File: src/hw/rtl/assert_macros.svh
// Assertion macros shared by the rectangle fill sequencer RTL.
// Each macro expects clk and rst_n to be visible at the point of use.
`ifndef ASSERT_MACROS_SVH
`define ASSERT_MACROS_SVH

// Property checked on every clock edge outside reset
`define LRFS_ASSERT(label, prop, msg) \
  label: assert property (@(posedge clk) disable iff (!rst_n) prop) \
    else $error(msg);

// Antecedent in one cycle implies consequent in the next, outside reset
`define LRFS_ASSERT_NEXT(label, ante, cons, msg) \
  label: assert property (@(posedge clk) disable iff (!rst_n) (ante) |=> (cons)) \
    else $error(msg);

`endif

File: src/hw/rtl/lrfs_pkg.sv
// Package for the rectangle fill byte sequencer: codes, config and queue types.
// No dependencies; imported by the queue, front, back and top level modules.
package lrfs_pkg;

  // Input command codes
  localparam logic CMD_LOAD    = 1'b0;
  localparam logic CMD_ADVANCE = 1'b1;

  // Configuration port
  localparam int CFG_IDX_W  = 3;
  localparam int CFG_DATA_W = 13;
  localparam int SCREEN_W   = 13;

  typedef enum logic [CFG_IDX_W-1:0] {
    CFG_SCREEN_WIDTH  = 3'd0,
    CFG_SCREEN_HEIGHT = 3'd1,
    CFG_COLUMN_CMD    = 3'd2,
    CFG_ROW_CMD       = 3'd3,
    CFG_MEMWRITE_CMD  = 3'd4
  } cfg_idx_e_t;

  typedef struct packed {
    logic [SCREEN_W-1:0] screen_width;
    logic [SCREEN_W-1:0] screen_height;
    logic [7:0]          column_cmd;
    logic [7:0]          row_cmd;
    logic [7:0]          memwrite_cmd;
  } cfg_t;

  localparam logic [SCREEN_W-1:0] SCREEN_WIDTH_RST  = 13'd320;
  localparam logic [SCREEN_W-1:0] SCREEN_HEIGHT_RST = 13'd480;
  localparam logic [7:0]          COLUMN_CMD_RST    = 8'h2A;
  localparam logic [7:0]          ROW_CMD_RST       = 8'h2B;
  localparam logic [7:0]          MEMWRITE_CMD_RST  = 8'h2C;

  // Classified operation passed from front to back
  typedef enum logic [1:0] {
    OP_ADVANCE = 2'd0,
    OP_LOAD    = 2'd1,
    OP_DROP    = 2'd2
  } op_e_t;

  typedef struct packed {
    op_e_t       op;
    logic [15:0] x0;
    logic [15:0] y0;
    logic [15:0] x1;
    logic [15:0] y1;
    logic [15:0] width;
    logic [15:0] height;
    logic [15:0] color;
  } q_entry_t;

  // Queue between front and back
  localparam int QDEPTH = 2;
  localparam int QPTR_W = (QDEPTH > 1) ? $clog2(QDEPTH) : 1;
  localparam int QCNT_W = $clog2(QDEPTH + 1);

  // Position in the panel stream: header bytes, then pixel phase
  typedef enum logic [3:0] {
    HDR_COL_CMD = 4'd0,
    HDR_X0_HI   = 4'd1,
    HDR_X0_LO   = 4'd2,
    HDR_X1_HI   = 4'd3,
    HDR_X1_LO   = 4'd4,
    HDR_ROW_CMD = 4'd5,
    HDR_Y0_HI   = 4'd6,
    HDR_Y0_LO   = 4'd7,
    HDR_Y1_HI   = 4'd8,
    HDR_Y1_LO   = 4'd9,
    HDR_MEMWR   = 4'd10,
    HDR_PIXEL   = 4'd11
  } hdr_e_t;

endpackage

File: src/hw/rtl/lrfs_if.sv
// Valid/ready channel interfaces for request input and byte output.
// Standalone; used by the front, back and top level modules.
interface lrfs_in_if;
  logic        valid;
  logic        ready;
  logic        cmd;
  logic [15:0] x_start;
  logic [15:0] y_start;
  logic [15:0] rect_width;
  logic [15:0] rect_height;
  logic [15:0] fill_color;

  modport source (output valid, cmd, x_start, y_start, rect_width, rect_height,
                  fill_color, input ready);
  modport sink   (input valid, cmd, x_start, y_start, rect_width, rect_height,
                  fill_color, output ready);
endinterface

interface lrfs_out_if;
  logic       valid;
  logic       ready;
  logic [7:0] out_byte;
  logic       is_data;
  logic       last;

  modport source (output valid, out_byte, is_data, last, input ready);
  modport sink   (input valid, out_byte, is_data, last, output ready);
endinterface

File: src/hw/rtl/lrfs_queue.sv
// Short register queue carrying classified operations from front to back.
// Depends on lrfs_pkg and assert_macros.svh.
`include "assert_macros.svh"

module lrfs_queue (
  input  logic                clk,
  input  logic                rst_n,
  input  logic                push,
  input  lrfs_pkg::q_entry_t  push_entry,
  input  logic                pop,
  output lrfs_pkg::q_entry_t  pop_entry,
  output logic                full,
  output logic                empty
);
  import lrfs_pkg::*;

  q_entry_t          q_mem_r [QDEPTH];
  logic [QPTR_W-1:0] wr_ptr_r, wr_ptr_nxt;
  logic [QPTR_W-1:0] rd_ptr_r, rd_ptr_nxt;
  logic [QCNT_W-1:0] count_r, count_nxt;

  assign full      = (count_r == QCNT_W'(QDEPTH));
  assign empty     = (count_r == '0);
  assign pop_entry = q_mem_r[rd_ptr_r];

  // Advance pointers with wrap and track fill level
  always_comb begin
    wr_ptr_nxt = wr_ptr_r;
    rd_ptr_nxt = rd_ptr_r;
    count_nxt  = count_r;
    if (push) begin
      wr_ptr_nxt = (wr_ptr_r == QPTR_W'(QDEPTH - 1)) ? '0 : wr_ptr_r + 1'b1;
    end
    if (pop) begin
      rd_ptr_nxt = (rd_ptr_r == QPTR_W'(QDEPTH - 1)) ? '0 : rd_ptr_r + 1'b1;
    end
    if (push && !pop) begin
      count_nxt = count_r + 1'b1;
    end else if (pop && !push) begin
      count_nxt = count_r - 1'b1;
    end
  end

  always_ff @(posedge clk) begin
    if (!rst_n) begin
      wr_ptr_r <= '0;
      rd_ptr_r <= '0;
      count_r  <= '0;
    end else begin
      wr_ptr_r <= wr_ptr_nxt;
      rd_ptr_r <= rd_ptr_nxt;
      count_r  <= count_nxt;
    end
  end

  // Store pushed entries; payload needs no reset
  always_ff @(posedge clk) begin
    if (push) begin
      q_mem_r[wr_ptr_r] <= push_entry;
    end
  end

  `LRFS_ASSERT(a_no_overflow, !(push && full), "push into full queue")
  `LRFS_ASSERT(a_no_underflow, !(pop && empty), "pop from empty queue")
  `LRFS_ASSERT_NEXT(a_count_bound, 1'b1, count_r <= QCNT_W'(QDEPTH), "queue count out of range")

endmodule

File: src/hw/rtl/lrfs_front.sv
// Front end: accepts requests, classifies them and clips loads to the screen.
// Depends on lrfs_pkg and lrfs_if.
module lrfs_front (
  lrfs_in_if.sink             in_ch,
  input  lrfs_pkg::cfg_t      cfg,
  input  logic                q_full,
  output logic                push,
  output lrfs_pkg::q_entry_t  push_entry
);
  import lrfs_pkg::*;

  logic [15:0] sw16, sh16;
  logic [16:0] x_end, y_end;
  logic        off_screen, x_clip, y_clip;

  assign in_ch.ready = !q_full;
  assign push        = in_ch.valid && !q_full;

  assign sw16 = {3'b000, cfg.screen_width};
  assign sh16 = {3'b000, cfg.screen_height};

  // Compare start and inclusive end against the screen limits
  assign off_screen = (in_ch.x_start >= sw16) || (in_ch.y_start >= sh16);
  assign x_end  = {1'b0, in_ch.x_start} + {1'b0, in_ch.rect_width} - 17'd1;
  assign y_end  = {1'b0, in_ch.y_start} + {1'b0, in_ch.rect_height} - 17'd1;
  assign x_clip = (in_ch.rect_width != '0) && (x_end >= {1'b0, sw16});
  assign y_clip = (in_ch.rect_height != '0) && (y_end >= {1'b0, sh16});

  // Build the queue entry; a clipped end is the last column or row
  always_comb begin
    push_entry.op = OP_LOAD;
    if (in_ch.cmd == CMD_ADVANCE) begin
      push_entry.op = OP_ADVANCE;
    end else if (off_screen) begin
      push_entry.op = OP_DROP;
    end
    push_entry.x0     = in_ch.x_start;
    push_entry.y0     = in_ch.y_start;
    push_entry.width  = x_clip ? sw16 - in_ch.x_start : in_ch.rect_width;
    push_entry.height = y_clip ? sh16 - in_ch.y_start : in_ch.rect_height;
    push_entry.x1     = x_clip ? sw16 - 16'd1 : in_ch.x_start + in_ch.rect_width - 16'd1;
    push_entry.y1     = y_clip ? sh16 - 16'd1 : in_ch.y_start + in_ch.rect_height - 16'd1;
    push_entry.color  = in_ch.fill_color;
  end

endmodule

File: src/hw/rtl/lrfs_back.sv
// Back end: holds the run state and produces one stream byte per advance while a run is armed.
// Depends on lrfs_pkg, lrfs_if and assert_macros.svh.
`include "assert_macros.svh"

module lrfs_back (
  input  logic                clk,
  input  logic                rst_n,
  input  lrfs_pkg::cfg_t      cfg,
  input  logic                q_empty,
  input  lrfs_pkg::q_entry_t  q_entry,
  output logic                pop,
  lrfs_out_if.source          out_ch
);
  import lrfs_pkg::*;

  logic        busy_r, busy_nxt;
  hdr_e_t      hdr_r, hdr_nxt;
  logic [15:0] x0_r, x0_nxt, y0_r, y0_nxt, x1_r, x1_nxt, y1_r, y1_nxt;
  logic [15:0] cols_r, cols_nxt, rows_r, rows_nxt, row_len_r, row_len_nxt;
  logic [15:0] color_r, color_nxt;
  logic        low_r, low_nxt;
  logic        out_valid_r, out_valid_nxt;
  logic [7:0]  out_byte_r, out_byte_nxt;
  logic        is_data_r, is_data_nxt;
  logic        last_r, last_nxt;
  logic        emit, emit_last;
  logic [15:0] cols_dec;
  logic        pix_run, counts_live, emit_fin;

  assign out_ch.valid    = out_valid_r;
  assign out_ch.out_byte = out_byte_r;
  assign out_ch.is_data  = is_data_r;
  assign out_ch.last     = last_r;

  // Take the next operation whenever the output register can be refilled
  assign pop      = !q_empty && (!out_valid_r || out_ch.ready);
  assign emit     = pop && (q_entry.op == OP_ADVANCE) && busy_r;
  assign cols_dec = cols_r - 16'd1;

  // Sequencer step and output byte selection
  always_comb begin
    busy_nxt      = busy_r;
    hdr_nxt       = hdr_r;
    x0_nxt        = x0_r;
    y0_nxt        = y0_r;
    x1_nxt        = x1_r;
    y1_nxt        = y1_r;
    cols_nxt      = cols_r;
    rows_nxt      = rows_r;
    row_len_nxt   = row_len_r;
    color_nxt     = color_r;
    low_nxt       = low_r;
    out_valid_nxt = out_valid_r && !out_ch.ready;
    out_byte_nxt  = out_byte_r;
    is_data_nxt   = is_data_r;
    last_nxt      = last_r;
    emit_last     = 1'b0;

    if (pop && q_entry.op == OP_LOAD) begin
      // Arm a new run from the clipped window
      busy_nxt    = 1'b1;
      hdr_nxt     = HDR_COL_CMD;
      x0_nxt      = q_entry.x0;
      y0_nxt      = q_entry.y0;
      x1_nxt      = q_entry.x1;
      y1_nxt      = q_entry.y1;
      cols_nxt    = q_entry.width;
      row_len_nxt = q_entry.width;
      rows_nxt    = q_entry.height;
      color_nxt   = q_entry.color;
      low_nxt     = 1'b0;
    end else if (pop && q_entry.op == OP_DROP) begin
      busy_nxt = 1'b0;
    end else if (emit) begin
      out_valid_nxt = 1'b1;
      is_data_nxt   = 1'b1;
      if (hdr_r != HDR_PIXEL) begin
        hdr_nxt = hdr_e_t'(hdr_r + 4'd1);
        case (hdr_r)
          HDR_COL_CMD: begin
            out_byte_nxt = cfg.column_cmd;
            is_data_nxt  = 1'b0;
          end
          HDR_X0_HI: out_byte_nxt = x0_r[15:8];
          HDR_X0_LO: out_byte_nxt = x0_r[7:0];
          HDR_X1_HI: out_byte_nxt = x1_r[15:8];
          HDR_X1_LO: out_byte_nxt = x1_r[7:0];
          HDR_ROW_CMD: begin
            out_byte_nxt = cfg.row_cmd;
            is_data_nxt  = 1'b0;
          end
          HDR_Y0_HI: out_byte_nxt = y0_r[15:8];
          HDR_Y0_LO: out_byte_nxt = y0_r[7:0];
          HDR_Y1_HI: out_byte_nxt = y1_r[15:8];
          HDR_Y1_LO: out_byte_nxt = y1_r[7:0];
          HDR_MEMWR: begin
            out_byte_nxt = cfg.memwrite_cmd;
            is_data_nxt  = 1'b0;
            emit_last    = (cols_r == '0) || (rows_r == '0);
            if (emit_last) begin
              busy_nxt = 1'b0;
            end
          end
          default: out_byte_nxt = '0;
        endcase
      end else if (!low_r) begin
        // High byte of the pixel
        out_byte_nxt = color_r[15:8];
        low_nxt      = 1'b1;
      end else begin
        // Low byte of the pixel; step the column and row counts
        out_byte_nxt = color_r[7:0];
        low_nxt      = 1'b0;
        emit_last    = (cols_r == 16'd1) && (rows_r == 16'd1);
        if (emit_last) begin
          busy_nxt = 1'b0;
          cols_nxt = '0;
          rows_nxt = '0;
        end else if (cols_dec == '0) begin
          cols_nxt = row_len_r;
          rows_nxt = rows_r - 16'd1;
        end else begin
          cols_nxt = cols_dec;
        end
      end
      last_nxt = emit_last;
    end
  end

  // Control state
  always_ff @(posedge clk) begin
    if (!rst_n) begin
      busy_r      <= 1'b0;
      hdr_r       <= HDR_COL_CMD;
      low_r       <= 1'b0;
      out_valid_r <= 1'b0;
    end else begin
      busy_r      <= busy_nxt;
      hdr_r       <= hdr_nxt;
      low_r       <= low_nxt;
      out_valid_r <= out_valid_nxt;
    end
  end

  // Window, counters and output payload
  always_ff @(posedge clk) begin
    x0_r       <= x0_nxt;
    y0_r       <= y0_nxt;
    x1_r       <= x1_nxt;
    y1_r       <= y1_nxt;
    cols_r     <= cols_nxt;
    rows_r     <= rows_nxt;
    row_len_r  <= row_len_nxt;
    color_r    <= color_nxt;
    out_byte_r <= out_byte_nxt;
    is_data_r  <= is_data_nxt;
    last_r     <= last_nxt;
  end

  // Terms for the checks below
  assign pix_run     = busy_r && (hdr_r == HDR_PIXEL);
  assign counts_live = (cols_r != '0) && (rows_r != '0);
  assign emit_fin    = emit && emit_last;

  `LRFS_ASSERT(a_pixel_counts_live, !pix_run || counts_live, "pixel phase with empty count")
  `LRFS_ASSERT_NEXT(a_last_ends_run, emit_fin, !busy_r && out_valid_r && last_r, "run not ended")
  `LRFS_ASSERT_NEXT(a_emit_fills_out, emit, out_valid_r, "emitted byte not presented")

endmodule

File: src/hw/rtl/lcd_rect_fill_byte_sequencer.sv
// Rectangle fill byte sequencer for a serial LCD panel.
// Input channel in_ch carries transactions: cmd 0 loads a rectangle request
// (x_start, y_start, rect_width, rect_height, fill_color), cmd 1 advances the
// stream by one byte. Each advance while a run is armed yields one transaction
// on out_ch: out_byte, is_data (0 command, 1 data) and last on the final byte.
// Loads and advances while idle yield nothing; a load aborts any run in progress.
// Path: the byte of an advance passes through the front-to-back queue and then
// the output register before it appears on out_ch.
// Throughput: one transaction per clock while the receiver does not stall; the
// front-to-back queue lets a new transaction be accepted while the previous
// byte still waits. When the receiver stalls, the output holds, the two-entry
// queue fills and in_ch.ready drops.
// Reset (rst_n low, synchronous): no run armed, queue and output empty, config
// registers back to 320 x 480 and command bytes 0x2A, 0x2B, 0x2C.
// Configuration: cfg_we writes cfg_wdata into register cfg_idx; write only
// while the block is idle.
// Depends on lrfs_pkg, lrfs_if, lrfs_queue, lrfs_front and lrfs_back.
module lcd_rect_fill_byte_sequencer (
  input  logic                              clk,
  input  logic                              rst_n,
  input  logic                              cfg_we,
  input  logic [lrfs_pkg::CFG_IDX_W-1:0]    cfg_idx,
  input  logic [lrfs_pkg::CFG_DATA_W-1:0]   cfg_wdata,
  lrfs_in_if.sink                           in_ch,
  lrfs_out_if.source                        out_ch
);
  import lrfs_pkg::*;

  cfg_t     cfg_r, cfg_nxt;
  logic     q_push, q_pop, q_full, q_empty;
  q_entry_t q_push_entry, q_pop_entry;

  // Decode register writes
  always_comb begin
    cfg_nxt = cfg_r;
    if (cfg_we) begin
      case (cfg_idx)
        CFG_SCREEN_WIDTH:  cfg_nxt.screen_width  = cfg_wdata[SCREEN_W-1:0];
        CFG_SCREEN_HEIGHT: cfg_nxt.screen_height = cfg_wdata[SCREEN_W-1:0];
        CFG_COLUMN_CMD:    cfg_nxt.column_cmd    = cfg_wdata[7:0];
        CFG_ROW_CMD:       cfg_nxt.row_cmd       = cfg_wdata[7:0];
        CFG_MEMWRITE_CMD:  cfg_nxt.memwrite_cmd  = cfg_wdata[7:0];
        default:           cfg_nxt = cfg_r;
      endcase
    end
  end

  always_ff @(posedge clk) begin
    if (!rst_n) begin
      cfg_r.screen_width  <= SCREEN_WIDTH_RST;
      cfg_r.screen_height <= SCREEN_HEIGHT_RST;
      cfg_r.column_cmd    <= COLUMN_CMD_RST;
      cfg_r.row_cmd       <= ROW_CMD_RST;
      cfg_r.memwrite_cmd  <= MEMWRITE_CMD_RST;
    end else begin
      cfg_r <= cfg_nxt;
    end
  end

  lrfs_front u_front (
    .in_ch      (in_ch),
    .cfg        (cfg_r),
    .q_full     (q_full),
    .push       (q_push),
    .push_entry (q_push_entry)
  );

  lrfs_queue u_queue (
    .clk        (clk),
    .rst_n      (rst_n),
    .push       (q_push),
    .push_entry (q_push_entry),
    .pop        (q_pop),
    .pop_entry  (q_pop_entry),
    .full       (q_full),
    .empty      (q_empty)
  );

  lrfs_back u_back (
    .clk     (clk),
    .rst_n   (rst_n),
    .cfg     (cfg_r),
    .q_empty (q_empty),
    .q_entry (q_pop_entry),
    .pop     (q_pop),
    .out_ch  (out_ch)
  );

endmodule
File: src/flat_wrapper.sv
// flat-port wrapper written by rule: the top's interface ports become plain ports
module lcd_rect_fill_byte_sequencer_flat import lrfs_pkg::*;
  (clk, rst_n, cfg_we, cfg_idx, cfg_wdata, in_ch_valid, in_ch_cmd, in_ch_x_start, in_ch_y_start, in_ch_rect_width, in_ch_rect_height, in_ch_fill_color, in_ch_ready, out_ch_valid, out_ch_out_byte, out_ch_is_data, out_ch_last, out_ch_ready);
  lrfs_in_if in_ch_i ();
  lrfs_out_if out_ch_i ();
  input  logic clk;
  input  logic rst_n;
  input  logic cfg_we;
  input  logic [lrfs_pkg::CFG_IDX_W-1:0] cfg_idx;
  input  logic [lrfs_pkg::CFG_DATA_W-1:0] cfg_wdata;
  input wire logic [$bits(in_ch_i.valid)-1:0] in_ch_valid;
  input wire logic [$bits(in_ch_i.cmd)-1:0] in_ch_cmd;
  input wire logic [$bits(in_ch_i.x_start)-1:0] in_ch_x_start;
  input wire logic [$bits(in_ch_i.y_start)-1:0] in_ch_y_start;
  input wire logic [$bits(in_ch_i.rect_width)-1:0] in_ch_rect_width;
  input wire logic [$bits(in_ch_i.rect_height)-1:0] in_ch_rect_height;
  input wire logic [$bits(in_ch_i.fill_color)-1:0] in_ch_fill_color;
  output wire logic [$bits(in_ch_i.ready)-1:0] in_ch_ready;
  output wire logic [$bits(out_ch_i.valid)-1:0] out_ch_valid;
  output wire logic [$bits(out_ch_i.out_byte)-1:0] out_ch_out_byte;
  output wire logic [$bits(out_ch_i.is_data)-1:0] out_ch_is_data;
  output wire logic [$bits(out_ch_i.last)-1:0] out_ch_last;
  input wire logic [$bits(out_ch_i.ready)-1:0] out_ch_ready;
  assign in_ch_i.valid = in_ch_valid;
  assign in_ch_i.cmd = in_ch_cmd;
  assign in_ch_i.x_start = in_ch_x_start;
  assign in_ch_i.y_start = in_ch_y_start;
  assign in_ch_i.rect_width = in_ch_rect_width;
  assign in_ch_i.rect_height = in_ch_rect_height;
  assign in_ch_i.fill_color = in_ch_fill_color;
  assign in_ch_ready = in_ch_i.ready;
  assign out_ch_valid = out_ch_i.valid;
  assign out_ch_out_byte = out_ch_i.out_byte;
  assign out_ch_is_data = out_ch_i.is_data;
  assign out_ch_last = out_ch_i.last;
  assign out_ch_i.ready = out_ch_ready;
  lcd_rect_fill_byte_sequencer u_core (.clk(clk), .rst_n(rst_n), .cfg_we(cfg_we), .cfg_idx(cfg_idx), .cfg_wdata(cfg_wdata), .in_ch(in_ch_i), .out_ch(out_ch_i));
endmodule
File: config.mk
export PLATFORM = sky130hd
export DESIGN_NAME = lcd_rect_fill_byte_sequencer_flat
export DESIGN_NICKNAME = d
export VERILOG_FILES = /design/src/hw/rtl/lrfs_pkg.sv /design/src/hw/rtl/lrfs_if.sv /design/src/hw/rtl/lrfs_queue.sv /design/src/hw/rtl/lrfs_front.sv /design/src/hw/rtl/lrfs_back.sv /design/src/hw/rtl/lcd_rect_fill_byte_sequencer.sv /design/src/flat_wrapper.sv
export VERILOG_INCLUDE_DIRS = /design/src /design/src/hw/rtl
export SDC_FILE = /design/constraint.sdc
export NUM_CORES = 1
export LEC_CHECK = 0
export ABC_AREA = 1
export ABC_CLOCK_PERIOD_IN_PS = 8600
export BUFFER_PORTS_ARGS = -buffer_cell sky130_fd_sc_hd__buf_2
export CORE_MARGIN = 3
export CORE_UTILIZATION = 30
export CTS_CLUSTER_SIZE = 24
export DETAILED_ROUTE_END_ITERATION = 8
export MAX_ROUTING_LAYER = met4
export SYNTH_ARGS = -nofsm -noshare
export SYNTH_HDL_FRONTEND = slang
export SYNTH_HIERARCHICAL = 1
export SYNTH_SLANG_ARGS = --single-unit
File: constraint.sdc
create_clock -name clk -period 8.6 [get_ports clk]
set_clock_uncertainty 0.05 [all_clocks]
set_input_delay 0.86 -clock clk [delete_from_list [all_inputs] [get_ports clk]]
set_output_delay 0.86 -clock clk [all_outputs]
set_load 0.005 [all_outputs]
# Word level (Yosys, flattened, before mapping)
# Memory sizes are Yosys's and may differ from the RTL's. A register that Yosys moved wholly into a read port is not among the register bits.
# Cells that the tools add are included.
# Widths: inputs -> output; s select.
[word_totals]
reg_bits = 199
ramBits = 228
in_bits = 102
wordCells = 172
mem_count = 1
[op_classes]
n_addsub = 19
n_lt_le_gt_ge = 4
eq_ne = 24
n_mux = 47
n_bitwise = 4
reduce_logical = 50
[memory_table]
columns = ["name", "depth", "width", "read_ports", "rd_ports_with_merged_regs", "wr", "line_no", "rtl"]
rows = [
  ["u_core.u_queue.q_mem_r", 2, 114, 1, 1, 1, "lrfs_queue.sv:17", "q_entry_t q_mem_r [QDEPTH];"],
]
[ops]
columns = ["operator", "n"]
rows = [
  ["$mux 16", 18],
  ["$pmux 8 s11", 1],
  ["$sub 16x1->16 const B", 4],
  ["$logic_not 16->1", 3],
  ["$add 16x16->17", 2],
  ["$ge 17x13->1", 2],
  ["$sub 17x1->17 const B", 2],
  ["$add 16x16->16", 2],
  ["$eq 16x1->1 const B", 2],
  ["$ge 16x13->1", 2],
  ["$reduce_bool 16->1", 2],
  ["$sub 13x16->16", 2],
  ["$sub 13x1->14 const B", 2],
  ["$mux 1", 22],
  ["$eq 4x3->1 const B", 4],
  ["$mux 8", 2],
  ["$eq 4x4->1 const B", 3],
  ["$logic_and 1x1->1", 12],
  ["$reduce_and 2->1", 5],
  ["$reduce_and 5->1", 2],
  ["$reduce_and 3->1", 3],
  ["$eq 4x2->1 const B", 2],
  ["$mux 2", 4],
  ["$ne 4x3->1 const B", 2],
  ["other kinds (24)", 43],
]

# Longest topological paths before layout
# Gate-level depths: netlist of the first run.
[depth]
ltp_word = 9
ltp_mapped = 23

# Cells and area by module
# Netlist of the first run, hierarchy kept.
[modules_own_cells]
columns = ["mod", "instances", "cells_per_inst", "area_per_inst_um2"]
rows = [
  ["lrfs_queue", 1, 390, 8702.1],
  ["lrfs_back", 1, 694, 6972.9],
  ["lrfs_front", 1, 1125, 6286.0],
  ["lcd_rect_fill_byte_sequencer", 1, 284, 2010.7],
]

# Worst setup path after synthesis of the first run
# Ideal clock, no wire load.
[synth_path]
path_type = "input-to-reg"
start = "in in_ch_valid"
end = "mem u_core/u_queue/q_mem_r[0][0] (netlist name), enable pin"
setup_time_ns = 0.589
arrival_ns = 5.874
required_time_ns = 7.961
path_slack_ns = 2.087
cell_stages = 4
path_buffers = 0
cell_sequence = "inv_1 > nor2_1 > inv_1 > nor2_1"
[synth_via]
elab_chain_len = 3
[synth_lines]
columns = ["item", "line_no", "rtl"]
rows = [
  ["start: declaration", "flat_wrapper.sv:11", "input wire logic [$bits(in_ch_i.valid)-1:0] in_ch_valid;"],
  ["$logic_and 1x1->1", "lrfs_front.sv:17", "assign push = in_ch.valid && !q_full;"],
  ["named net u_core.q_push", "lcd_rect_fill_byte_sequencer.sv:30", "logic q_push, q_pop, q_full, q_empty;"],
  ["$mux 1", "lrfs_queue.sv:58", "if (push) begin"],
  ["$mux 1 (not written as such)", "lrfs_queue.sv:59", "q_mem_r[wr_ptr_r] <= push_entry;"],
  ["end: declaration", "lrfs_queue.sv:17", ""],
]
# The timed path passes the listed nets, and every way through them passes these cells.

==> impl_summary.md, run 1 <==
Synthesis
Among all flip-flop cells after synthesis, the most frequent one is sky130_fd_sc_hd__edfxtp_1. The sequential element share of the synthesized area is 0.510. The synthesized netlist cell count is ~2500. The share of synthesized area in the top cell type comes to 0.458. The number of warnings reported in the yosys synthesis log is 6. The unique cell type count in the Yosys netlist is between 40 and 50. Synthesis produced a netlist with a net count of 2725. The synthesized area per cell is ~9.6 sq um. The share of synthesized registers carrying an async set or reset is 0. After synthesis, the most frequently instantiated cells are 567 x sky130_fd_sc_hd__nand2_1, 366 x sky130_fd_sc_hd__edfxtp_1, 340 x sky130_fd_sc_hd__inv_1, 231 x sky130_fd_sc_hd__nand3_1, 182 x sky130_fd_sc_hd__nor2_1. The dominant cell type by area after synthesis is sky130_fd_sc_hd__edfxtp_1. The synthesized design contains roughly 370 enable-type register cells. Yosys attributes the largest share of cell area to sky130_fd_sc_hd__edfxtp_1 46%, sky130_fd_sc_hd__nand2_1 8.9%, sky130_fd_sc_hd__ha_1 6.6%.

After synthesis the netlist holds a flip-flop and latch count of about 430. The leading cell type by number of instances after synthesis is sky130_fd_sc_hd__nand2_1. The synthesized netlist occupies a cell area of roughly 24000 sq um.

STA
Hold timing on the final database bottoms out at a slack of 411 ps. Subtracting the final worst setup slack from the clock period gives roughly 5200 ps. Measured against its own limit, the worst slew margin works out to 0.276. After routing, the total negative slack on setup checks comes to 0 ps. Of the available clock period, the critical path in the final layout requires 0.602. The max-slew violation count is 0. The achievable frequency is 193 MHz. Setup repair after global routing left no endpoint under its margin.

The number of hold violations in the final report came to 0. The final setup violation count is 0. For the pin with the worst max-slew slack, the measured transition is around 1100 ps.

Hold path
The worst hold path was traced through 2 stages. The class of the tightest hold or removal check is flop to flop.

Setup path
STA classifies the critical path endpoint as a flop. The worst setup path is launched from a primary input. The worst setup path is of the primary input to flop kind. The worst endpoint required time is about 9000 ps.

STA puts the critical path data arrival time at ~5600 ps. The number of cells traversed by the worst register-to-register path is 13. Of all nets on the critical path, the largest fanout is 31.

Layout
In the final layout, the share of cells above drive strength 1 is 0.140. The filler cells instantiated in the layout total between 8000 and 9000. The area of all placed cells without fillers is between 20000 and 30000 sq um.

Compared with the post-synthesis result, the final layout area differs by 11.3%. The multi-input combinational cell area is 9680 sq um. The end-of-flow core utilization is 0.337. After the last flow step, the layout net total stands at about 2800. Across the whole layout, storage elements account for roughly 12000 sq um.

Global routing
The global-route total usage across every layer is 0.157. Entering global routing, the biggest net connects between 80 and 90 pins. The wire length of the first global-routing pass is roughly 98 mm.

The number of antenna violations at the first check in global routing is 11. The number of global-route vias before repair is around 16000. The total congestion overflow is 0.

Routing
The total iterations of the first detailed-routing run is 7. Once detail routing completed, the nets flagged for antenna violations numbered 0. Detailed routing inserted a total of approximately 17000 vias. For this block, the initial DRC count from the detailed router was about 1100. In the routed design, unresolved DRC markers number 0. The via count normalized by instance count is around 4.6.

The final layout contains routed wiring with a total length of roughly 64 mm. The routed length per instance is approximately 18 microns.

Clock tree
The number of setup buffers added after CTS is 0. Clock-pin slew was measured on the worst setup and hold paths at approximately 60 ps. The number of hold buffers added after CTS was 0. The clock drives approximately 430 sinks. The number of levels in the clock H-tree is 2. The post-cts resize count is 0. The insertion delay of the later-clocked pin in the worst-skew pair is around 560 ps.

The cell chosen for the clock root is sky130_fd_sc_hd__clkbuf_16. The CTS tree is yes. TritonCTS created 43 clock buffers.

Counting along the longest clock path gives a buffer depth of 3.

Place
The final weighted congestion of routability-driven global placement is between 0.9 and 1. Detailed placement finished with a half-perimeter wire length of 48.4 mm. After detailed placement, the total cell area comes to 25200 sq um. The number of port buffers is 113.

Power and ir drop
Total power for the finished layout comes to between 6 and 7 mW. Summed over all cells, the static leakage comes to 11.4 nW. The power per standard cell area is between 200 and 250 nW/um^2.

The largest vdd supply drop is approximately 150 uV.

Floorplanning
The die is ~290 microns tall. The initial utilization of the core area, before any placement, comes to 0.303. The total area inside the core boundary comes to just under 80000 sq um. The floorplan row count is about 100. The number of primary I/O pins is roughly 110. The horizontal die dimension is 289 microns. The area of the die is 83300 sq um.

Flow run
Across the run, the number of max-cap violations was 0.

Run status
The run finished with clean final reports.
## cell families (layout without fill, tap and decap cells)
logic type | count (synthesis) | after routing | synth area share
fa+ha+maj | 130 | 130 | 0.0691
other cells | 0 | 9 | 0
flops | 428 | 428 | 0.510
simple gates | 1087 | 1087 | 0.196
buf+inv | 463 | 560 | 0.0864
mux | 114 | 114 | 0.0629
xor+xnor | 80 | 80 | 0.0292
compound gates | 191 | 191 | 0.0458
## flip-flops by register name (all words and copies together), names as in the netlist, 2 cells and up, named ones only
register	flops
u_core/u_queue/count_r	2
u_core/u_back/out_ch.out_byte	8
u_core/u_back/row_len_r	16
u_core/u_queue/q_mem_r	228
u_core/cfg_r	50
u_core/u_back/x0_r	16
u_core/u_back/rows_r	16
u_core/u_back/cols_r	16
u_core/u_back/x1_r	16
u_core/u_back/y1_r	16
u_core/u_back/y0_r	16
u_core/u_back/color_r	16
u_core/u_back/hdr_r	4
## stage by stage
| stage | std cells | setup slack (ps) |
|---|---|---|
| finish | 3649 | 3430 |
| global route | 3649 | 3140 |
| CTS | 3640 | 3520 |
| detailed placement | 3562 | 2940 |
| global placement | 3562 | 3030 |
| floorplan | 2493 | 2090 |
## layout by cell type, fill, tap and decap left out, types with 16 or more instances in the layout
cell,synthesis,final
sky130_fd_sc_hd__xor2_1,62,62
sky130_fd_sc_hd__nor2_1,182,181
sky130_fd_sc_hd__xnor2_1,18,18
sky130_fd_sc_hd__ha_1,126,126
sky130_fd_sc_hd__nand4_1,27,27
sky130_fd_sc_hd__edfxtp_1,366,366
sky130_fd_sc_hd__a21oi_1,69,69
sky130_fd_sc_hd__o21ai_0,64,64
sky130_fd_sc_hd__clkbuf_16,0,44
sky130_fd_sc_hd__buf_2,15,113
sky130_fd_sc_hd__nand2_1,567,567
sky130_fd_sc_hd__nor3_1,20,20
sky130_fd_sc_hd__a221oi_1,16,16
sky130_fd_sc_hd__nand3_1,231,231
sky130_fd_sc_hd__mux2_2,54,54
sky130_fd_sc_hd__dfxtp_1,62,61
sky130_fd_sc_hd__inv_1,340,339
sky130_fd_sc_hd__mux2_4,60,60
## per-layer routing
metal / up-vias / global-route usage / part of all wire
li1: 8448 / - / -
met1: 7980 / 0.204 / 0.45
met2: 424 / 0.258 / 0.48
met3: 87 / 0.0216 / 0.053
met4: 0 / 0.0432 / 0.026
met5: - / - / 0
## power by group
part	switching [mW]	internal, mW
logic	0.995	0.611
registers	0.135	2.70
clock network	0.805	1.08
## critical path, stage by stage
cell,delay (ps)
sky130_fd_sc_hd__buf_2,140
sky130_fd_sc_hd__inv_1,90
sky130_fd_sc_hd__ha_1,270
sky130_fd_sc_hd__inv_1,40
sky130_fd_sc_hd__ha_1,210
sky130_fd_sc_hd__fa_1,410
sky130_fd_sc_hd__nand3_1,110
sky130_fd_sc_hd__nand3_2,100
sky130_fd_sc_hd__nand2_1,80
sky130_fd_sc_hd__nand2_1,90
sky130_fd_sc_hd__nand2_1,90
sky130_fd_sc_hd__a31oi_1,90
sky130_fd_sc_hd__xor2_1,240
sky130_fd_sc_hd__ha_1,270
sky130_fd_sc_hd__nand2_1,100
sky130_fd_sc_hd__nor2_1,50
sky130_fd_sc_hd__a211oi_1,180
sky130_fd_sc_hd__nand3_1,150
sky130_fd_sc_hd__nor2_2,140
sky130_fd_sc_hd__nand3_2,630
sky130_fd_sc_hd__nand2_2,880
sky130_fd_sc_hd__nand2_1,150
sky130_fd_sc_hd__nand2_1,120
## worst paths after layout
path | start | to | slack [ps]
setup / recovery | in_ch_x_start[1] | u_core/u_queue/q_mem_r[0][35] | 3430
hold / removal | u_core/cfg_r[13] | u_core/cfg_r[13] | 410
setup reg to reg | u_core/cfg_r[44] | u_core/u_queue/q_mem_r[0][35] | 4900
hold reg to reg | u_core/cfg_r[13] | u_core/cfg_r[13] | 410
## layout make-up
cell class | count | area share
clock inverters | 26 | 0.00976
multi-input cells | 1602 | 0.363
clock buffers | 52 | 0.0432
inverters | 355 | 0.0501
repair buffers | 127 | 0.0251
diodes | 9 | 0.000844
flip-flops and latches | 428 | 0.459
well taps | 1050 | 0.0493
No activity file was read; power rests on OpenSTA's default activity.
==> inputs of run 2 (changes only) <==
ABC_CLOCK_PERIOD_IN_PS = 5370   (was 8600)
clock period = 5.37 ns   (was 8.6 ns; I/O delays follow)
==> impl_summary.md, run 2 (synthesized netlist as in run 1, its figures left out) <==
Power and ir drop
The analysis attributes to cell leakage a power of about 11 nW. The worst-case IR drop observed on VDD is between 200 and 250 uV. The power per standard cell area is about 380 nW/um^2. The design draws around 10 mW.

Layout
In the final layout, the share of cells above drive strength 1 is 0.138. In the layout the commonest cells are 567 x sky130_fd_sc_hd__nand2_1, 366 x sky130_fd_sc_hd__edfxtp_1, 339 x sky130_fd_sc_hd__inv_1. The largest registers in the layout are u_core/u_queue/q_mem_r (228), u_core/cfg_r (50). The area growth from synthesis to layout is 11.4%. The net count of the finished layout is roughly 2800. The end-of-flow core utilization is 0.337. Counting the fill cells in the layout gives between 8000 and 9000. The register with the most flip-flops in the layout has roughly 230 of them. The commonest non-fill, non-tap cell in the layout is sky130_fd_sc_hd__nand2_1. Ranked by flip-flop count, first place goes to u_core/u_queue/q_mem_r. The area of all placed cells without fillers is roughly 27000 sq um.

Setup path
The nature of the critical path endpoint is a flop. The worst endpoint required time is roughly 5800 ps. The critical path is of the primary input to flop type. In this run the worst path has a maximum fanout of 31. For the worst setup path, the data arrival time is 4300 ps. The element type at the critical path start is a primary input.

STA
The total negative slack is 0 ps. The post-route fraction of the period consumed by the critical path is 0.730. The tightest hold path in the finished design has a slack of 99.8 ps.

The max-slew violation count came to 0. Headroom to the max-slew limit came out at 0.288. Setup violations remaining at the end of the flow were counted as 0.

The actual slew at the worst max-slew pin is 1070 ps. Setup repair after global routing left no endpoint under its margin. The number of hold violations in the final report is 0. The achievable frequency is 255 MHz.

Counting I/O delays and the setup requirement, the final critical path takes between 3000 and 4000 ps.

Global routing
The global-route met2 utilization is 0.245. For met3 alone, demand over resource in global routing was 0.0283. The number of global-route vias before repair was 16200. The global routing stage identified its most utilized layer as met2.

The total congestion overflow is 0. For met1 alone, demand over resource in global routing was 0.204. The global-route total usage across every layer is 0.157. Entering global routing, the biggest net connects 115 pins. The number of antenna violations at the first check in global routing is 13. The wire length of the first global-routing pass is a little under 100 mm.

Clock tree
Post-CTS timing repair inserted 0 buffers for setup. The insertion delay of the later-clocked pin in the worst-skew pair is ~580 ps. The post-cts resize count is 0. The register clock-pin slew on the reported worst setup and hold paths is 60 ps. Clock tree synthesis found a total of between 400 and 500 sinks.

The clock passes through at most 3 buffers. After clock tree synthesis, the flow added hold-fix buffers numbering 0. TritonCTS created 43 clock buffers. The CTS tree is yes. The number of levels in the clock H-tree is 2. The cell chosen for the clock root is sky130_fd_sc_hd__clkbuf_16.

Routing
The total iterations of the first detailed-routing run is 5. The final wirelength is 64.6 mm. After detailed routing, the number of remaining DRC violations is 0.

The routed length per instance is between 15 and 20 microns. The count of vias placed by the detailed router is approximately 17000. The post-route antenna net violation count is 0.

The via count normalized by instance count is between 4 and 5. In this run, the number of DRC markers left after iteration 0 of detailed routing was ~1200.

Floorplanning
The placeable core region is just under 80000 sq um. The height of the die is about 290 microns. In this run the horizontal extent of the chip is about 290 microns.

The floorplan row count is roughly 100. For this design the top-level I/O count stands at ~110. The initial standard-cell utilization of the core is 0.303. The area of the die is between 80000 and 90000 sq um.

Place
The post-place instance area is roughly 25000 sq um. The number of port buffers is 113. The congestion estimate from routability-driven global placement came to around 0.90.

The sum of net half-perimeters after detailed placement is slightly below 50 mm.

Hold path
In this run the worst hold path is classified as primary input to flop.

Run status
The run finished with clean final reports.

Flow run
The number of max-cap violations is 0.
-- run 2: area by class of cell --
type,count,area [sq um],area share
Clock buffer,58,1200,0.0451
Timing Repair Buffer,126,688,0.0258
Inverter,355,1340,0.0500
Multi-Input combinational cell,1602,9680,0.363
Antenna cell,10,25.0,0.000937
Tap cell,1050,1310,0.0492
Sequential cell,428,12200,0.458
Clock inverter,22,213,0.00797
-- run 2: metrics by stage --
stage,cells,setup slack (ps)
floorplan,2493,649
global route,3651,1130
detailed placement,3561,828
CTS,3641,1430
global placement,3561,856
finish,3651,1450
-- run 2: where the power goes --
group | switching [mW] | internal (mW) | total, mW
Sequential | 0.228 | 4.33 | 4.55
Combinational | 1.58 | 0.984 | 2.56
Clock | 1.30 | 1.73 | 3.03
Total | 3.10 | 7.04 | 10.1
-- run 2: routing by layer --
metal	share of wire	up-vias
met5	0	-
met4	0.035	0
met3	0.058	113
met2	0.46	427
met1	0.45	8010
li1	-	8467
-- run 2: worst max-delay path: stages --
cell and delay [ps]:
sky130_fd_sc_hd__buf_2 130, sky130_fd_sc_hd__inv_1 80, sky130_fd_sc_hd__ha_1 280, sky130_fd_sc_hd__inv_1 40
sky130_fd_sc_hd__ha_1 220, sky130_fd_sc_hd__fa_1 410, sky130_fd_sc_hd__nand3_1 110, sky130_fd_sc_hd__nand3_2 100
sky130_fd_sc_hd__nand2_1 80, sky130_fd_sc_hd__nand2_1 100, sky130_fd_sc_hd__nand2_1 100, sky130_fd_sc_hd__a31oi_1 90
sky130_fd_sc_hd__xor2_1 260, sky130_fd_sc_hd__ha_1 290, sky130_fd_sc_hd__nand2_1 100, sky130_fd_sc_hd__nor2_1 50
sky130_fd_sc_hd__a211oi_1 160, sky130_fd_sc_hd__nand3_1 130, sky130_fd_sc_hd__nor2_2 130, sky130_fd_sc_hd__nand3_2 90
sky130_fd_sc_hd__nand2_2 500, sky130_fd_sc_hd__nand2_1 190, sky130_fd_sc_hd__nand2_1 120
-- run 2: final timing paths --
| check | depth (start not counted) | start | endpoint | slack (ps) |
|---|---|---|---|---|
| worst max-delay path | 23 | in_ch_x_start[1] | u_core/u_queue/q_mem_r[0][76] | 1450 |
| worst min register to register | 2 | u_core/cfg_r[13] | u_core/cfg_r[13] | 410 |
| worst max register to register | 7 | flop | u_core/u_back/hdr_r[3] | 1880 |
| worst min-delay path | 1 | in_ch_fill_color[2] | u_core/u_queue/q_mem_r[0][2] | 100 |
==> inputs of run 3 (changes only) <==
ABC_CLOCK_PERIOD_IN_PS = 3190   (was 5370)
clock period = 3.19 ns   (was 5.37 ns; I/O delays follow)
==> impl_summary.md, run 3 (synthesized netlist as in run 1, its figures left out) <==
Setup path
The critical path goes through buf_8 > inv_8 > ha_4 > inv_2 > ha_4 > fa_2 > nand3_2 > nand3_2 > nand2_2 > nand2_4 > nand2_4 > a31oi_4 > xor2_2 > ha_1 > nand2_2 > nor2_2 > a211oi_2 > nand3_2 > nor2_4 > nand3_4 > buf_6 > clkbuf_16 > nand3_2 > nand2_2. Data on the critical path arrives at its endpoint at 3480 ps. The element type at the critical path start is a primary input. The worst setup path is captured at a flop. Among the stages of the critical path, the cell type that occurs most often is sky130_fd_sc_hd__nand3_2. The critical path is of the primary input to flop type. The number of cells traversed by the worst register-to-register path is 9.

The delay contributed by the slowest stage of the critical path is roughly 340 ps. The highest net fanout along the worst path is 7. The minimum setup slack among reg-to-reg paths is roughly 400 ps. At the worst endpoint, the required time is approximately 3400 ps. The critical path's slowest cell is sky130_fd_sc_hd__fa_2. The startpoint of the most critical register-to-register path is u_core/u_back/hdr_r[0]. The worst reg2reg path endpoint is u_core/u_back/out_ch.out_byte[7].

Clock tree
The number of clock buffers added by TritonCTS is between 40 and 50. The register clock-pin slew on the reported worst setup and hold paths is 60 ps. The number of levels in the clock H-tree is 2.

The clock sink total is 428. The clock reaches the later pin of the worst-skew pair after 570 ps. The clock passes through at most 3 buffers. The cell chosen for the clock root is sky130_fd_sc_hd__clkbuf_16.

TritonCTS built the clock tree.

Layout
The final net count is between 3000 and 4000. Relative to the synthesized area, the layout overhead comes to 25.7%. The number of flip-flops under the largest register name is ~230.

The fill cell total of the finished layout is a little under 8000. The commonest non-fill, non-tap cell in the layout is sky130_fd_sc_hd__nand2_1. In the final layout, the registers with the most flip-flops are u_core/u_queue/q_mem_r (228), u_core/cfg_r (50). Leaving out fill and tap cells, the most frequent cells in the layout are 512 x sky130_fd_sc_hd__nand2_1, 366 x sky130_fd_sc_hd__edfxtp_1, 322 x sky130_fd_sc_hd__inv_1. The layout cell share with drive strength beyond 1 is 0.265. The register with the most flip-flops is u_core/u_queue/q_mem_r.

Floorplanning
The placeable core region is approximately 79000 sq um. The die is approximately 290 microns wide. The die covers roughly 83000 sq um. After floorplanning, the core was divided into slightly above 100 placement rows. For this configuration, the core starts out at a cell density of 0.303.

In this run the count of I/O pins placed on the die edge is around 110. From bottom edge to top edge, the die measures ~290 microns.

STA
The achievable frequency is 309 MHz. At the pin with the least slew margin, the transition time is 907 ps. The post-layout worst setup margin is -50.9 ps. The total negative slack is -1280 ps. Setup repair after global routing could not meet its margin everywhere. The max-slew violation count is 0. The number of hold violations in the final report is 0. Measured against its own limit, the worst slew margin works out to 0.393.

The final setup violation count is 55. The shortest clock period the worst path allows after layout is 3240 ps. Of the available clock period, the critical path in the final layout requires 1.02. The worst-case hold slack is between 15 and 20 ps.

Place
The final weighted congestion of routability-driven global placement is roughly 0.9. After legalization and detailed placement, the total HPWL measured 51.2 mm. The number of port buffers is roughly 110.

Routing
The violation count after the first detailed-route iteration is 1252. The routed layout has 18200 vias. After detailed routing, the average wire length per cell comes to between 15 and 20 microns. The post-route antenna net violation count is 0.

The final layout contains routed wiring with a total length of roughly 67 mm. Using the TritonRoute via totals, the vias-per-cell ratio works out to 4.64. The first detailed-routing pass took 7 iterations. After detailed routing, the number of remaining DRC violations is 0.

Hold path
The origin of the worst min-delay path is out_ch_ready. Counting instances, the worst hold path has a depth of 4. The worst hold path belongs to the class primary input to flop. The end point of the worst hold path is u_core/u_back/out_ch.valid.

Power and ir drop
VDD sags by at most 581 uV. The sequential share of power is 0.417. Summed over all nets, the switching power comes to about 5.5 mW. The leakage power of the design is around 13 nW. Of the total power, combinational logic draws 0.302.

The power per standard cell area is 601 nW/um^2. Of the total power, the share spent switching nets is 0.302. Of the total power, the clock network draws 0.281. The internal power of the cells totals 12.6 mW.

Global routing
For this run the aggregate overflow at the end of global routing stands at 0. The number of global-route vias before repair is between 15000 and 20000. The first global-routing pass estimated approximately 100 mm of wire. The number of antenna violations at the first check in global routing was 8. In the global route stage, overall resource usage came out at 0.161. The largest net degree at the start of global routing is between 100 and 150.

Flow run
The number of max-cap violations is 0.

Run status
The run finished, with violations left. The checks that failed: setup timing.
[run 3: power groups by stage]
stage               Clock (mW)  Sequential [mW]  Combinational, mW
floorplan                    0             7.59               3.39
global placement             0             7.64               4.95
detailed placement           0             7.66               4.98
CTS                       5.23             7.55               5.07
global route              5.44             7.61               5.99
finish                    5.10             7.55               5.47
[run 3: timing repair]
item,4_1_cts,5_1_grt
hold endpoints to repair,83,0
hold buffers,43,0
resized for setup,7,155
gates cloned,0,7
pin swaps,2,59
buffers inserted,1,15
endpoints found under the setup margin,60,128
[run 3: critical path, delay by kind of cell]
family	cells	cell delay, ps
simple gates	12	1120
fa+ha+maj	4	1040
buf+inv	5	460
compound gates	2	310
xor+xnor	1	200
[run 3: layout make-up]
| type | count | area [sq um] | share of cell area |
|---|---|---|---|
| Inverter | 355 | 1350 | 0.0449 |
| Tap cell | 1050 | 1310 | 0.0436 |
| Antenna cell | 8 | 20.0 | 0.000665 |
| Sequential cell | 428 | 12200 | 0.406 |
| Timing Repair Buffer | 389 | 3080 | 0.102 |
| Multi-Input combinational cell | 1602 | 10700 | 0.355 |
| Clock inverter | 23 | 210 | 0.00698 |
| Clock buffer | 58 | 1230 | 0.0407 |
[run 3: worst max path at each step]
stage,depth (start not counted),end,slack (ps),startpoint
after floorplan,22,u_core/u_queue/q_mem_r[0][77],-80,in_ch_rect_width[1]
after global placement,22,u_core/u_queue/q_mem_r[0][33],-570,in_ch_x_start[7]
after detailed placement,22,u_core/u_queue/q_mem_r[0][78],-630,in_ch_x_start[3]
after CTS,23,u_core/u_queue/q_mem_r[1][78],20,in_ch_x_start[1]
after global routing,24,u_core/u_queue/q_mem_r[1][69],-150,in_ch_x_start[1]
final,24,u_core/u_queue/q_mem_r[1][69],-50,in_ch_x_start[1]
[run 3: stage by stage]
step	power, mW	instances	util	setup slack [ps]	instance area (sq um)
6_report	18.1	3913	0.381	-50.9	30100
5_1_grt	19.0	3913	0.381	-151	30100
4_1_cts	17.8	3883	0.367	22.6	29100
3_5_place_dp	12.6	3758	0.343	-627	27200
3_3_place_gp	12.6	3758	0.343	-570	27200
2_1_floorplan	11.0	2493	-	-78.7	24300
[run 3: routing by layer]
| metal | vias to the layer above | part of all wire | routed length (microns) | GRT usage |
|---|---|---|---|---|
| li1 | 8969 | - | - | - |
| met1 | 8588 | 0.45 | 30100 | 0.206 |
| met2 | 465 | 0.46 | 30900 | 0.254 |
| met3 | 140 | 0.049 | 3320 | 0.0243 |
| met4 | 0 | 0.046 | 3070 | 0.0712 |
| met5 | - | 0 | 0 | - |
